## config.mk

```make
export PLATFORM = sky130hd
export DESIGN_NAME = wheel_revolution_csc_reporter_flat
export DESIGN_NICKNAME = d
export VERILOG_FILES = /design/src/wrc_pkg.sv /design/src/wrc_intf.sv /design/src/wheel_revolution_csc_reporter.sv /design/src/wrc_front.sv /design/src/wrc_edge_pipe.sv /design/src/wrc_back.sv /design/src/flat_wrapper.sv
export SDC_FILE = /design/constraint.sdc
export NUM_CORES = 2
export LEC_CHECK = 0
export ABC_AREA = 1
export ABC_CLOCK_PERIOD_IN_PS = 7500
export BUFFER_PORTS_ARGS = -buffer_cell sky130_fd_sc_hd__clkbuf_2
export CORE_MARGIN = 1
export CORE_UTILIZATION = 45
export DETAILED_ROUTE_END_ITERATION = 16
export PLACE_DENSITY = 0.57
export SKIP_LAST_GASP = 1
export SYNTH_ARGS = -nofsm -noshare
export SYNTH_HDL_FRONTEND = slang
export SYNTH_HIERARCHICAL = 1
export SYNTH_SLANG_ARGS = --single-unit
```

## constraint.sdc

```tcl
create_clock -name clk -period 7.5 [get_ports clk]
set_input_delay 2.25 -clock clk [delete_from_list [all_inputs] [get_ports clk]]
set_output_delay 2.25 -clock clk [all_outputs]
set_load 0.005 [all_outputs]
```

## src/wrc_pkg.sv

```systemverilog
`default_nettype none

package wrc_pkg;

	// tick space of the debounce arithmetic, the stamp port stays 32 bits
	localparam int TICK_WIDTH = 32;

	localparam int STAMP_W    = 32;
	localparam int CNT_W      = 32;
	localparam int TIME_W     = 16;
	localparam int MS_W       = 32;
	localparam int DEB_W      = 16;
	localparam int PER_W      = 10;
	localparam int BYTE_W     = 8;
	localparam int IDX_W      = 3;
	localparam int CFG_IDX_W  = 2;
	localparam int CFG_DATA_W = 16;

	localparam int PKT_LEN = 7;
	localparam int PKT_W   = PKT_LEN * BYTE_W;
	localparam logic [IDX_W-1:0]  LAST_IDX  = IDX_W'(PKT_LEN - 1);
	localparam logic [BYTE_W-1:0] PKT_FLAGS = 8'h01;

	localparam logic [DEB_W-1:0] DEBOUNCE_RST = 16'd1;
	localparam logic [PER_W-1:0] PERIOD_RST   = 10'd10;

	localparam int QUEUE_DEPTH = 4;
	localparam int QPTR_W      = $clog2(QUEUE_DEPTH);

	// ms * 1024 / 1000 == ms * 128 / 125
	localparam int TIME_UNITS  = 1024;
	localparam int MS_PER_S    = 1000;
	localparam int SCALE_NUM   = TIME_UNITS / 8;
	localparam int DIV_MS      = MS_PER_S / 8;
	localparam int SCALE_SHIFT = $clog2(SCALE_NUM);
	localparam int RECIP_SHIFT = 38;
	localparam logic [MS_W-1:0] RECIP = MS_W'((64'd1 << RECIP_SHIFT) / DIV_MS);
	localparam int QEST_W = 2 * MS_W - RECIP_SHIFT;
	localparam int REM_W  = 8;
	localparam int FRAC_W = 8;

	typedef enum logic {
		OP_EDGE   = 1'b0,
		OP_NOTIFY = 1'b1
	} op_t;

	typedef enum logic [CFG_IDX_W-1:0] {
		REG_DEBOUNCE    = 2'd0,
		REG_TICK_PERIOD = 2'd1
	} reg_idx_t;

	typedef struct packed {
		op_t                   op;
		logic [TICK_WIDTH-1:0] tick;
		logic                  subscribed;
	} item_t;

	typedef struct packed {
		logic            valid;
		logic [MS_W-1:0] diff;
	} pipe_req_t;

	typedef struct packed {
		logic              busy;
		logic              inc_valid;
		logic [TIME_W-1:0] inc;
	} pipe_stat_t;

	// floor(r * 128 / 125) for r < 125, as r + floor(3r / 125)
	function automatic logic [FRAC_W-1:0] frac_scale(input logic [REM_W-1:0] r);
		logic [REM_W+1:0] r3;
		logic [FRAC_W-1:0] extra;
		r3 = (REM_W+2)'((SCALE_NUM - DIV_MS) * r);
		if (r3 >= (REM_W+2)'(2 * DIV_MS)) begin
			extra = FRAC_W'(2);
		end else if (r3 >= (REM_W+2)'(DIV_MS)) begin
			extra = FRAC_W'(1);
		end else begin
			extra = '0;
		end
		return FRAC_W'(r) + extra;
	endfunction

endpackage

`default_nettype wire

```

## src/wrc_intf.sv

```systemverilog
`default_nettype none

interface wrc_item_if;
	logic                       valid;
	logic                       ready;
	logic                       operation;
	logic [wrc_pkg::STAMP_W-1:0] event_tick;
	logic                       subscribed;

	modport source(output valid, operation, event_tick, subscribed, input ready);
	modport sink(input valid, operation, event_tick, subscribed, output ready);
endinterface

interface wrc_result_if;
	logic                       valid;
	logic                       ready;
	logic [wrc_pkg::BYTE_W-1:0] packet_byte;
	logic [wrc_pkg::IDX_W-1:0]  byte_index;
	logic                       last_byte;

	modport source(output valid, packet_byte, byte_index, last_byte, input ready);
	modport sink(input valid, packet_byte, byte_index, last_byte, output ready);
endinterface

interface wrc_cfg_if;
	logic                           valid;
	logic                           ready;
	logic [wrc_pkg::CFG_IDX_W-1:0]  index;
	logic [wrc_pkg::CFG_DATA_W-1:0] data;

	modport source(output valid, index, data, input ready);
	modport sink(input valid, index, data, output ready);
endinterface

`default_nettype wire

```

## src/wheel_revolution_csc_reporter.sv

```systemverilog
// a notify request passes the request queue, then loads the packet register and raises
// the result valid; it waits while interval conversions of earlier edges are in flight
// throughput: one request per cycle if no notify waits; a packet holds the byte serializer
// the interval conversion is a four-stage pipeline (multiply, reciprocal, remainder, scale)
// reset: asynchronous, active low; counts and times clear, debounce 1, tick period 10 ms
`default_nettype none

module wheel_revolution_csc_reporter (
	input  wire logic    clk,
	input  wire logic    arst_n,
	wrc_item_if.sink     item,
	wrc_result_if.source result,
	wrc_cfg_if.sink      cfg
);

	logic [wrc_pkg::DEB_W-1:0] debounce_q;
	logic [wrc_pkg::PER_W-1:0] period_q;
	wrc_pkg::item_t            head;
	logic                      head_valid;
	logic                      q_pop;
	wrc_pkg::pipe_req_t        pipe_req;
	wrc_pkg::pipe_stat_t       pstat;

	assign cfg.ready = 1'b1;

	always_ff @(posedge clk or negedge arst_n) begin
		if (!arst_n) begin
			debounce_q <= wrc_pkg::DEBOUNCE_RST;
			period_q   <= wrc_pkg::PERIOD_RST;
		end else if (cfg.valid) begin
			case (cfg.index)
				wrc_pkg::REG_DEBOUNCE: begin
					debounce_q <= cfg.data[wrc_pkg::DEB_W-1:0];
				end
				wrc_pkg::REG_TICK_PERIOD: begin
					period_q <= cfg.data[wrc_pkg::PER_W-1:0];
				end
				default: begin
					debounce_q <= debounce_q;
				end
			endcase
		end
	end

	wrc_front u_front (
		.clk        (clk),
		.arst_n     (arst_n),
		.item       (item),
		.head       (head),
		.head_valid (head_valid),
		.pop        (q_pop)
	);

	wrc_edge_pipe u_edge_pipe (
		.clk    (clk),
		.arst_n (arst_n),
		.period (period_q),
		.req    (pipe_req),
		.stat   (pstat)
	);

	wrc_back u_back (
		.clk        (clk),
		.arst_n     (arst_n),
		.debounce   (debounce_q),
		.head       (head),
		.head_valid (head_valid),
		.pop        (q_pop),
		.req        (pipe_req),
		.stat       (pstat),
		.result     (result)
	);

	a_inc_follows_edge: assert property (@(posedge clk) disable iff (!arst_n)
		pstat.inc_valid |-> $past(pipe_req.valid, 4))
		else $error("interval increment without a matching edge");

	a_notify_after_drain: assert property (@(posedge clk) disable iff (!arst_n)
		(q_pop && head.op == wrc_pkg::OP_NOTIFY) |-> !pstat.busy)
		else $error("notify issued with intervals in flight");

	a_req_from_edge: assert property (@(posedge clk) disable iff (!arst_n)
		pipe_req.valid |-> (q_pop && head_valid && head.op == wrc_pkg::OP_EDGE))
		else $error("conversion started without an edge pop");

	a_packet_restart: assert property (@(posedge clk) disable iff (!arst_n)
		(result.valid && result.ready && result.last_byte)
			|=> (!result.valid || result.byte_index == '0))
		else $error("packet does not restart at the first byte");

endmodule

`default_nettype wire

```

## src/wrc_front.sv

```systemverilog
`default_nettype none

module wrc_front (
	input  wire logic         clk,
	input  wire logic         arst_n,
	wrc_item_if.sink          item,
	output wrc_pkg::item_t    head,
	output logic              head_valid,
	input  wire logic         pop
);

	wrc_pkg::item_t mem_q [wrc_pkg::QUEUE_DEPTH];
	logic [wrc_pkg::QPTR_W-1:0] wr_ptr_q;
	logic [wrc_pkg::QPTR_W-1:0] rd_ptr_q;
	logic [wrc_pkg::QPTR_W:0]   count_q;
	wrc_pkg::item_t             incoming;
	logic                       push;
	logic                       do_pop;

	assign item.ready = (count_q != (wrc_pkg::QPTR_W+1)'(wrc_pkg::QUEUE_DEPTH));
	assign push       = item.valid && item.ready;
	assign head_valid = (count_q != '0);
	assign do_pop     = pop && head_valid;
	assign head       = mem_q[rd_ptr_q];

	// classify the request and bring the stamp into tick space
	always_comb begin
		incoming.op         = item.operation ? wrc_pkg::OP_NOTIFY : wrc_pkg::OP_EDGE;
		incoming.tick       = wrc_pkg::TICK_WIDTH'(item.event_tick);
		incoming.subscribed = item.subscribed;
	end

	always_ff @(posedge clk) begin
		if (push) begin
			mem_q[wr_ptr_q] <= incoming;
		end
	end

	always_ff @(posedge clk or negedge arst_n) begin
		if (!arst_n) begin
			wr_ptr_q <= '0;
			rd_ptr_q <= '0;
			count_q  <= '0;
		end else begin
			if (push) begin
				wr_ptr_q <= wr_ptr_q + 1'b1;
			end
			if (do_pop) begin
				rd_ptr_q <= rd_ptr_q + 1'b1;
			end
			if (push && !do_pop) begin
				count_q <= count_q + 1'b1;
			end else if (!push && do_pop) begin
				count_q <= count_q - 1'b1;
			end
		end
	end

endmodule

`default_nettype wire

```

## src/wrc_edge_pipe.sv

```systemverilog
`default_nettype none

module wrc_edge_pipe (
	input  wire logic                       clk,
	input  wire logic                       arst_n,
	input  wire logic [wrc_pkg::PER_W-1:0]  period,
	input  wire wrc_pkg::pipe_req_t         req,
	output wrc_pkg::pipe_stat_t             stat
);

	logic                        v_s1, v_s2, v_s3, v_s4;
	logic [wrc_pkg::MS_W-1:0]    ms_s1;
	logic [wrc_pkg::REM_W-1:0]   ms_lo_s2;
	logic [wrc_pkg::QEST_W-1:0]  q_s2, q_s3;
	logic [wrc_pkg::REM_W-1:0]   r_s3;
	logic [wrc_pkg::TIME_W-1:0]  inc_s4;
	logic [2*wrc_pkg::MS_W-1:0]  prod;
	logic [wrc_pkg::REM_W-1:0]   r_raw;
	logic [wrc_pkg::QEST_W-1:0]  q_fix;
	logic [wrc_pkg::REM_W-1:0]   r_fix;
	logic [wrc_pkg::TIME_W-1:0]  inc;

	// quotient estimate by reciprocal, low by at most one
	assign prod  = ms_s1 * wrc_pkg::RECIP;
	// remainder is below 250, so its low byte is exact
	assign r_raw = wrc_pkg::REM_W'(ms_lo_s2 - wrc_pkg::REM_W'(q_s2 * wrc_pkg::DIV_MS));

	always_comb begin
		if (r_s3 >= wrc_pkg::REM_W'(wrc_pkg::DIV_MS)) begin
			q_fix = q_s3 + 1'b1;
			r_fix = r_s3 - wrc_pkg::REM_W'(wrc_pkg::DIV_MS);
		end else begin
			q_fix = q_s3;
			r_fix = r_s3;
		end
		inc = wrc_pkg::TIME_W'({q_fix, {wrc_pkg::SCALE_SHIFT{1'b0}}})
			+ wrc_pkg::TIME_W'(wrc_pkg::frac_scale(r_fix));
	end

	always_ff @(posedge clk) begin
		ms_s1    <= wrc_pkg::MS_W'(req.diff * period);
		ms_lo_s2 <= ms_s1[wrc_pkg::REM_W-1:0];
		q_s2     <= prod[2*wrc_pkg::MS_W-1:wrc_pkg::RECIP_SHIFT];
		q_s3     <= q_s2;
		r_s3     <= r_raw;
		inc_s4   <= inc;
	end

	always_ff @(posedge clk or negedge arst_n) begin
		if (!arst_n) begin
			v_s1 <= 1'b0;
			v_s2 <= 1'b0;
			v_s3 <= 1'b0;
			v_s4 <= 1'b0;
		end else begin
			v_s1 <= req.valid;
			v_s2 <= v_s1;
			v_s3 <= v_s2;
			v_s4 <= v_s3;
		end
	end

	assign stat.busy      = v_s1 || v_s2 || v_s3 || v_s4;
	assign stat.inc_valid = v_s4;
	assign stat.inc       = inc_s4;

endmodule

`default_nettype wire

```

## src/wrc_back.sv

```systemverilog
`default_nettype none

module wrc_back (
	input  wire logic                       clk,
	input  wire logic                       arst_n,
	input  wire logic [wrc_pkg::DEB_W-1:0]  debounce,
	input  wire wrc_pkg::item_t             head,
	input  wire logic                       head_valid,
	output logic                            pop,
	output wrc_pkg::pipe_req_t              req,
	input  wire wrc_pkg::pipe_stat_t        stat,
	wrc_result_if.source                    result
);

	logic [wrc_pkg::TICK_WIDTH-1:0] last_edge_q;
	logic [wrc_pkg::CNT_W-1:0]      rev_q;
	logic [wrc_pkg::TIME_W-1:0]     time_q;
	logic [wrc_pkg::CNT_W-1:0]      sent_q;
	logic                           busy_q;
	logic [wrc_pkg::IDX_W-1:0]      idx_q;
	logic [wrc_pkg::PKT_W-1:0]      pkt_q;

	logic [wrc_pkg::TICK_WIDTH-1:0] diff;
	logic                           accept;
	logic                           changed;
	logic                           emit;
	logic                           ser_free;
	logic                           edge_go;
	logic                           notify_go;
	logic                           last_taken;

	assign diff       = head.tick - last_edge_q;
	assign accept     = diff > wrc_pkg::TICK_WIDTH'(debounce);
	assign changed    = (rev_q != sent_q);
	assign emit       = changed && head.subscribed;
	assign last_taken = busy_q && result.ready && (idx_q == wrc_pkg::LAST_IDX);
	assign ser_free   = !busy_q || last_taken;

	// notify waits on intervals in flight and, when sending, the serializer
	always_comb begin
		edge_go   = 1'b0;
		notify_go = 1'b0;
		if (head_valid) begin
			case (head.op)
				wrc_pkg::OP_EDGE: begin
					edge_go = 1'b1;
				end
				wrc_pkg::OP_NOTIFY: begin
					notify_go = !stat.busy && (!emit || ser_free);
				end
				default: begin
					edge_go = 1'b0;
				end
			endcase
		end
	end

	assign pop       = edge_go || notify_go;
	assign req.valid = edge_go && accept;
	assign req.diff  = wrc_pkg::MS_W'(diff);

	always_ff @(posedge clk) begin
		if (notify_go && emit) begin
			pkt_q <= {time_q, rev_q, wrc_pkg::PKT_FLAGS};
		end
	end

	always_ff @(posedge clk or negedge arst_n) begin
		if (!arst_n) begin
			last_edge_q <= '0;
			rev_q       <= '0;
			time_q      <= '0;
			sent_q      <= '0;
			busy_q      <= 1'b0;
			idx_q       <= '0;
		end else begin
			if (edge_go && accept) begin
				last_edge_q <= head.tick;
				rev_q       <= rev_q + 1'b1;
			end
			if (stat.inc_valid) begin
				time_q <= time_q + stat.inc;
			end
			if (notify_go && changed && !head.subscribed) begin
				rev_q  <= '0;
				time_q <= '0;
			end
			if (notify_go && emit) begin
				sent_q <= rev_q;
				busy_q <= 1'b1;
				idx_q  <= '0;
			end else if (last_taken) begin
				busy_q <= 1'b0;
				idx_q  <= '0;
			end else if (busy_q && result.ready) begin
				idx_q <= idx_q + 1'b1;
			end
		end
	end

	assign result.valid       = busy_q;
	assign result.byte_index  = idx_q;
	assign result.last_byte   = (idx_q == wrc_pkg::LAST_IDX);
	assign result.packet_byte = pkt_q[idx_q*wrc_pkg::BYTE_W +: wrc_pkg::BYTE_W];

endmodule

`default_nettype wire

```

## src/flat_wrapper.sv

```systemverilog
// flat-port wrapper written by rule: the top's interface ports become plain ports
module wheel_revolution_csc_reporter_flat 
  (clk, arst_n, item_valid, item_operation, item_event_tick, item_subscribed, item_ready, result_valid, result_packet_byte, result_byte_index, result_last_byte, result_ready, cfg_valid, cfg_index, cfg_data, cfg_ready);
  wrc_item_if item_i ();
  wrc_result_if result_i ();
  wrc_cfg_if cfg_i ();
  input  wire logic clk;
  input  wire logic arst_n;
  input wire logic [$bits(item_i.valid)-1:0] item_valid;
  input wire logic [$bits(item_i.operation)-1:0] item_operation;
  input wire logic [$bits(item_i.event_tick)-1:0] item_event_tick;
  input wire logic [$bits(item_i.subscribed)-1:0] item_subscribed;
  output wire logic [$bits(item_i.ready)-1:0] item_ready;
  output wire logic [$bits(result_i.valid)-1:0] result_valid;
  output wire logic [$bits(result_i.packet_byte)-1:0] result_packet_byte;
  output wire logic [$bits(result_i.byte_index)-1:0] result_byte_index;
  output wire logic [$bits(result_i.last_byte)-1:0] result_last_byte;
  input wire logic [$bits(result_i.ready)-1:0] result_ready;
  input wire logic [$bits(cfg_i.valid)-1:0] cfg_valid;
  input wire logic [$bits(cfg_i.index)-1:0] cfg_index;
  input wire logic [$bits(cfg_i.data)-1:0] cfg_data;
  output wire logic [$bits(cfg_i.ready)-1:0] cfg_ready;
  assign item_i.valid = item_valid;
  assign item_i.operation = item_operation;
  assign item_i.event_tick = item_event_tick;
  assign item_i.subscribed = item_subscribed;
  assign item_ready = item_i.ready;
  assign result_valid = result_i.valid;
  assign result_packet_byte = result_i.packet_byte;
  assign result_byte_index = result_i.byte_index;
  assign result_last_byte = result_i.last_byte;
  assign result_i.ready = result_ready;
  assign cfg_i.valid = cfg_valid;
  assign cfg_i.index = cfg_index;
  assign cfg_i.data = cfg_data;
  assign cfg_ready = cfg_i.ready;
  wheel_revolution_csc_reporter u_core (.clk(clk), .arst_n(arst_n), .item(item_i), .result(result_i), .cfg(cfg_i));
endmodule
```

### After elaboration in Yosys (flattened, before gate mapping)

Memories as Yosys holds them, arrays and structs flattened.
Index checks and enable logic that the tools add are counted.

| storage, ports and cells | value |
|---|---|
| RAM bits | 136 |
| memories kept | 1 |
| output and inout bits | 15 |
| bits in registers | 300 |

Memories:

| memory | depth | bits a word | read ports | clocked after Yosys merged registers in | wr ports | RTL line | RTL |
|---|---|---|---|---|---|---|---|
| u_core.u_front.mem_q | 4 | 34 | 1 | 0 | 1 | wrc_front.sv:12 | `wrc_pkg::item_t mem_q [wrc_pkg::QUEUE_DEPTH];` |

| cells by class | value |
|---|---|
| $add $sub $neg | 13 |
| muxes and demuxes | 22 |
| multipliers | 4 |
| eq/ne operators | 4 |
| $lt $le $gt $ge | 4 |
| shift operators | 1 |
| reductions and logical operators | 33 |

Operator list:

| operator | number |
|---|---|
| 32-bit by 32-bit multiplier with 64-bit output (second input constant) | 1 |
| 32-bit 2-to-1 mux | 2 |
| 56-bit by 7-bit variable part select with 8-bit output | 1 |
| 32-bit by 1-bit adder with 32-bit output (second input constant) | 1 |
| 32-bit by 16-bit > comparator with 1-bit output | 1 |
| 32-bit by 10-bit multiplier with 32-bit output | 1 |
| 16-bit 2-to-1 mux | 2 |
| 32-bit != test | 1 |
| 32-bit subtractor | 1 |
| 26-bit by 7-bit multiplier with 8-bit output (second input constant) | 1 |
| 16-bit adder | 1 |
| 16-bit by 8-bit adder with 16-bit output | 1 |
| 3-bit 2-to-1 mux | 5 |
| 1-bit logical AND | 12 |
| 10-bit by 7-bit >= comparator with 1-bit output (second input constant) | 1 |
| 10-bit by 8-bit >= comparator with 1-bit output (second input constant) | 1 |
| 2-bit by 8-bit multiplier with 10-bit output (first input constant) | 1 |
| 1-bit 2-to-1 mux | 10 |
| 9-bit by 1-bit adder with 9-bit output (second input constant) | 1 |
| 9-bit 2-to-1 mux | 1 |
| 8-bit adder | 1 |
| 8-bit by 7-bit >= comparator with 1-bit output (second input constant) | 1 |
| 8-bit 2-to-1 mux | 1 |
| 2-bit nonzero test | 4 |
| other kinds (14) | 28 |

### Longest topological paths before layout

| logic depth | value |
|---|---|
| word-level depth | 12 |
| mapped depth | 44 |
| gate-level depth less buffers | 41 |

### Cells and area by module

The synthesis kept the hierarchy.

By module, submodules not included:

| module | area each (sq um) | sequential area each (sq um) | instances | cells each |
|---|---|---|---|---|
| wrc_edge_pipe | 26,676.8 | 1,741.7 | 1 | 3,178 |
| wrc_back | 11,348.4 | 4,344.2 | 1 | 1,585 |
| wrc_front | 5,916.9 | 4,259.1 | 1 | 456 |
| wheel_revolution_csc_reporter | 1,086.0 | 654.4 | 1 | 117 |

### Worst setup path before layout

OpenSTA, ideal clock, no wires.

| timing | value |
|---|---|
| kind | flip-flop to flip-flop |
| from | reg u_core/u_front/rd_ptr_q[0] in the netlist's numbering |
| to | reg u_core/u_edge_pipe/ms_s1[19] in the netlist's numbering |
| library setup time | 120 ps |
| path slack | 1,060 ps |
| arrival | 6,320 ps |
| cell stages (with the launch flop) | 37 |
| path through | dfrtp_1 -> inv_2 -> buf_6 -> clkbuf_8 -> nand2_1 -> o211ai_1 -> nand2_1 -> inv_1 -> ha_1 -> inv_1 -> fa_1 -> nand2_1 -> nand3_1 -> nand3_1 -> nand2_1 -> nand2_1 -> nand2_1 -> xor2_1 -> clkbuf_1 -> nand2_1 -> fa_1 -> inv_1 -> fa_1 -> inv_1 -> fa_1 -> inv_1 -> fa_1 -> fa_1 -> ha_1 -> nand2_1 -> nor2_1 -> inv_1 -> nor3_1 -> nand2_1 -> nand3_1 -> a21oi_1 -> xnor2_1 |

RTL lines:

| element | RTL line | RTL |
|---|---|---|
| start: declaration | wrc_front.sv:14 | `logic [wrc_pkg::QPTR_W-1:0] rd_ptr_q;` |
| start signal: assignment | wrc_front.sv:49 | `rd_ptr_q <= rd_ptr_q + 1'b1;` |
| end signal: assignment | wrc_edge_pipe.sv:41 | `ms_s1 <= wrc_pkg::MS_W'(req.diff * period);` |
| end: declaration | wrc_edge_pipe.sv:12 | `logic [wrc_pkg::MS_W-1:0] ms_s1;` |

==> out/qor.csv <==
metric;value;unit
status;finished clean;
total routed wirelength;120;mm
Synth area leaders;fa_1, ha_1, edfxtp_1, nand2_1, inv_1;
Die W;318;µm
final net count;6469;
P&R area growth vs syn;8.03;%
Hold/Removal Path Class;reg -> reg;
CTS Buf Count;49;
top cells by count, synth;nand2_1, inv_1, fa_1;
placed wire-length estimate;99.0;mm
grt total ovfl;0;
syn avg cell area;8.44;µm²
Core Rows;115;
Final Max Slew Viols;0;
Tightest Pin Transition;1.17;ns
largest net degree at the start of global routing;108;
GRT Resource Usage Total;0.240;
proportion of synthesized chip area in sequential cells;0.244;
critical path class;reg -> reg;
startpoint types;register;
drt initial violations;1754;
die outline area;0.101;mm²
largest area contributor in the netlist;fa_1;
syn_nets;6407;
top-count cell post-synth;nand2_1;
vias;33700;
root buf cell;clkbuf_16;
area fraction of the dominant cell type after synthesis;0.244;
post-route ant nets;0;
first-pass GRT wire length;190;mm
EDFF count, synth;184;
layout cell share with drive strength beyond 1;0.0552;
synth unique cells;56;
clk slew on worst S/H paths;0.06;ns
drt first pass iters;7;
max-cap violations;0;
setup TNS;0;ns
io pins;72;
number of inserted diodes;0;
critical path's slowest cell;fa_1;
final hold vios;0;
detail-routed via count per cell;5.01;
CTS H-Tree Depth;2;
Clock Latency Late Sink;0.64;ns
Routability Congestion;0.966;
fin crit share;0.955;
initial antenna violation count;3;
vias in the first global route;34900;
ys flop type;edfxtp_1;
DRC;0;
CP Capture Type;register;
clock sinks;419;
Synth Register Bits;419;
CTS tree;done;
Async SR Flop Fraction;0.365;
Ys Warns;6;
Gate Count Post-Synth;5336;
Mapped Area;0.0450;mm²
RSZ-0062 raised after global routing;no;
min Tclk post-route;7.16;ns
initial core utilization;0.456;
WP data required;8.03;ns
Worst Path Arrival;7.69;ns
Clock Path Buffers;3;
critical path's largest stage delay;0.57;ns
wire length per cell;17.9;µm
FMAX;0.140;GHz
Setup Viol. Count Final;0;
die height;318;µm
Core ar.;0.0987;mm²
port bufs;70;
crit path max fanout;15;
Crit path top cell by count;nand2_1;
final worst clock skew;0.0405;ns
Max-slew headroom;0.219;
==> worst max-delay path, delay by kind of cell, from the launching register on <==
kind	cells	cell delay (ns)
simple gates	13	1.59
xor+xnor	1	0.23
compound gates	2	0.44
flops	1	0.44
fa+ha+maj	7	3.28
buf+inv	9	1.07
==> metal layers <==
| metal | track usage | vias up | part of all wire |
|---|---|---|---|
| met1 | 0.292 | 16400 | 0.42 |
| met5 | 0 | - | 0.00017 |
| met2 | 0.431 | 653 | 0.50 |
| met4 | 0.105 | 4 | 0.048 |
| li1 | - | 16500 | - |
| met3 | 0.0245 | 193 | 0.034 |
==> worst paths after layout <==
check	startpoint	endpoint	slack (ns)	cells after the start
min reg2reg	u_core/u_edge_pipe/q_s2[6]$_DFF_P_	u_core/u_edge_pipe/q_s3[6]$_DFF_P_	0.36	0
max reg2reg	u_core/u_front/rd_ptr_q[0]$_DFFE_PN0P_	u_core/u_edge_pipe/ms_s1[31]$_DFF_P_	0.34	32
max in group asynchronous	arst_n	u_core/u_front/rd_ptr_q[0]$_DFFE_PN0P_	4.77	2
max	u_core/u_front/rd_ptr_q[0]$_DFFE_PN0P_	u_core/u_edge_pipe/ms_s1[31]$_DFF_P_	0.34	32
min	u_core/u_edge_pipe/q_s2[6]$_DFF_P_	u_core/u_edge_pipe/q_s3[6]$_DFF_P_	0.36	0
min in group asynchronous	arst_n	u_core/u_back/time_q[12]$_DFFE_PN0P_	1.60	1
==> area by class of cell <==
type	instances	area [µm²]
Multi-Input combinational cell	3558	28700
Fill cell	9568	50100
Timing Repair inverter	3	17.5
Timing Repair Buffer	140	956
Tap cell	1287	1610
Clock inverter	26	373
Clock buffer	66	1330
Sequential cell	419	11000
Inverter	1227	4620
==> placed cells by master (no fill, tap or decap), types with 12 or more instances in the layout <==
master / instances
a21oi_1: 138
buf_4: 63
clkbuf_1: 13
clkbuf_16: 49
clkbuf_2: 69
dfrtp_1: 149
dfxtp_1: 82
edfxtp_1: 184
fa_1: 549
ha_1: 465
inv_1: 1215
nand2_1: 1385
nand2_2: 18
nand3_1: 194
nand3b_1: 12
nand4_1: 88
nor2_1: 213
nor3_1: 41
nor4_1: 13
o211ai_1: 71
o21ai_0: 132
o21bai_1: 12
or2_2: 16
xnor2_1: 55
xor2_1: 94
==> state kept, by name, indices dropped and copies added, names as in the netlist, 8 cells and up <==
signal                       count
u_core/period_q                 10
u_core/u_edge_pipe/inc_s4       16
u_core/u_back/last_edge_q       32
u_core/u_edge_pipe/q_s3          9
u_core/u_back/pkt_q             48
u_core/u_edge_pipe/r_s3          8
u_core/u_back/time_q            16
u_core/u_back/rev_q             32
u_core/debounce_q               16
u_core/u_edge_pipe/ms_lo_s2      8
u_core/u_back/sent_q            32
u_core/u_edge_pipe/q_s2          9
u_core/u_front/mem_q           136
u_core/u_edge_pipe/ms_s1        32
==> what timing repair did <==
action                                  4_1_cts  5_1_grt
buffers inserted                              0        3
hold buffers                                  0        0
gates resized for setup                       0       22
endpoints found under the setup margin        0       17
==> logic make-up (layout without fill, tap and decap cells) <==
family / Yosys count / after routing / synth area share
adders and majority gates: 1014 / 1014 / 0.373
and+or+nand+nor: 2008 / 2008 / 0.184
other: 1 / 1 / 0.0000833
AOI/OAI and AO/OA: 383 / 383 / 0.0490
buffers and inverters: 1359 / 1462 / 0.119
DFF: 419 / 419 / 0.244
xor gates and xnor gates: 152 / 152 / 0.0297
==> through the flow <==
stage	hold slack, ns	instances	setup slack [ns]	area (µm²)	util
4_1_cts	0.359	6720	0.0794	48500	0.492
3_5_place_dp	0.349	6628	0.0599	46800	0.475
2_1_floorplan	0.310	5336	1.06	45000	-
5_1_grt	0.370	6726	0.0210	48600	0.493
3_3_place_gp	0.339	6628	0.0647	46800	0.475
6_report	0.358	6726	0.341	48600	0.493
Power is not shown: default switching activity piles up to over one toggle a cycle in this logic, so the estimate is an artifact.
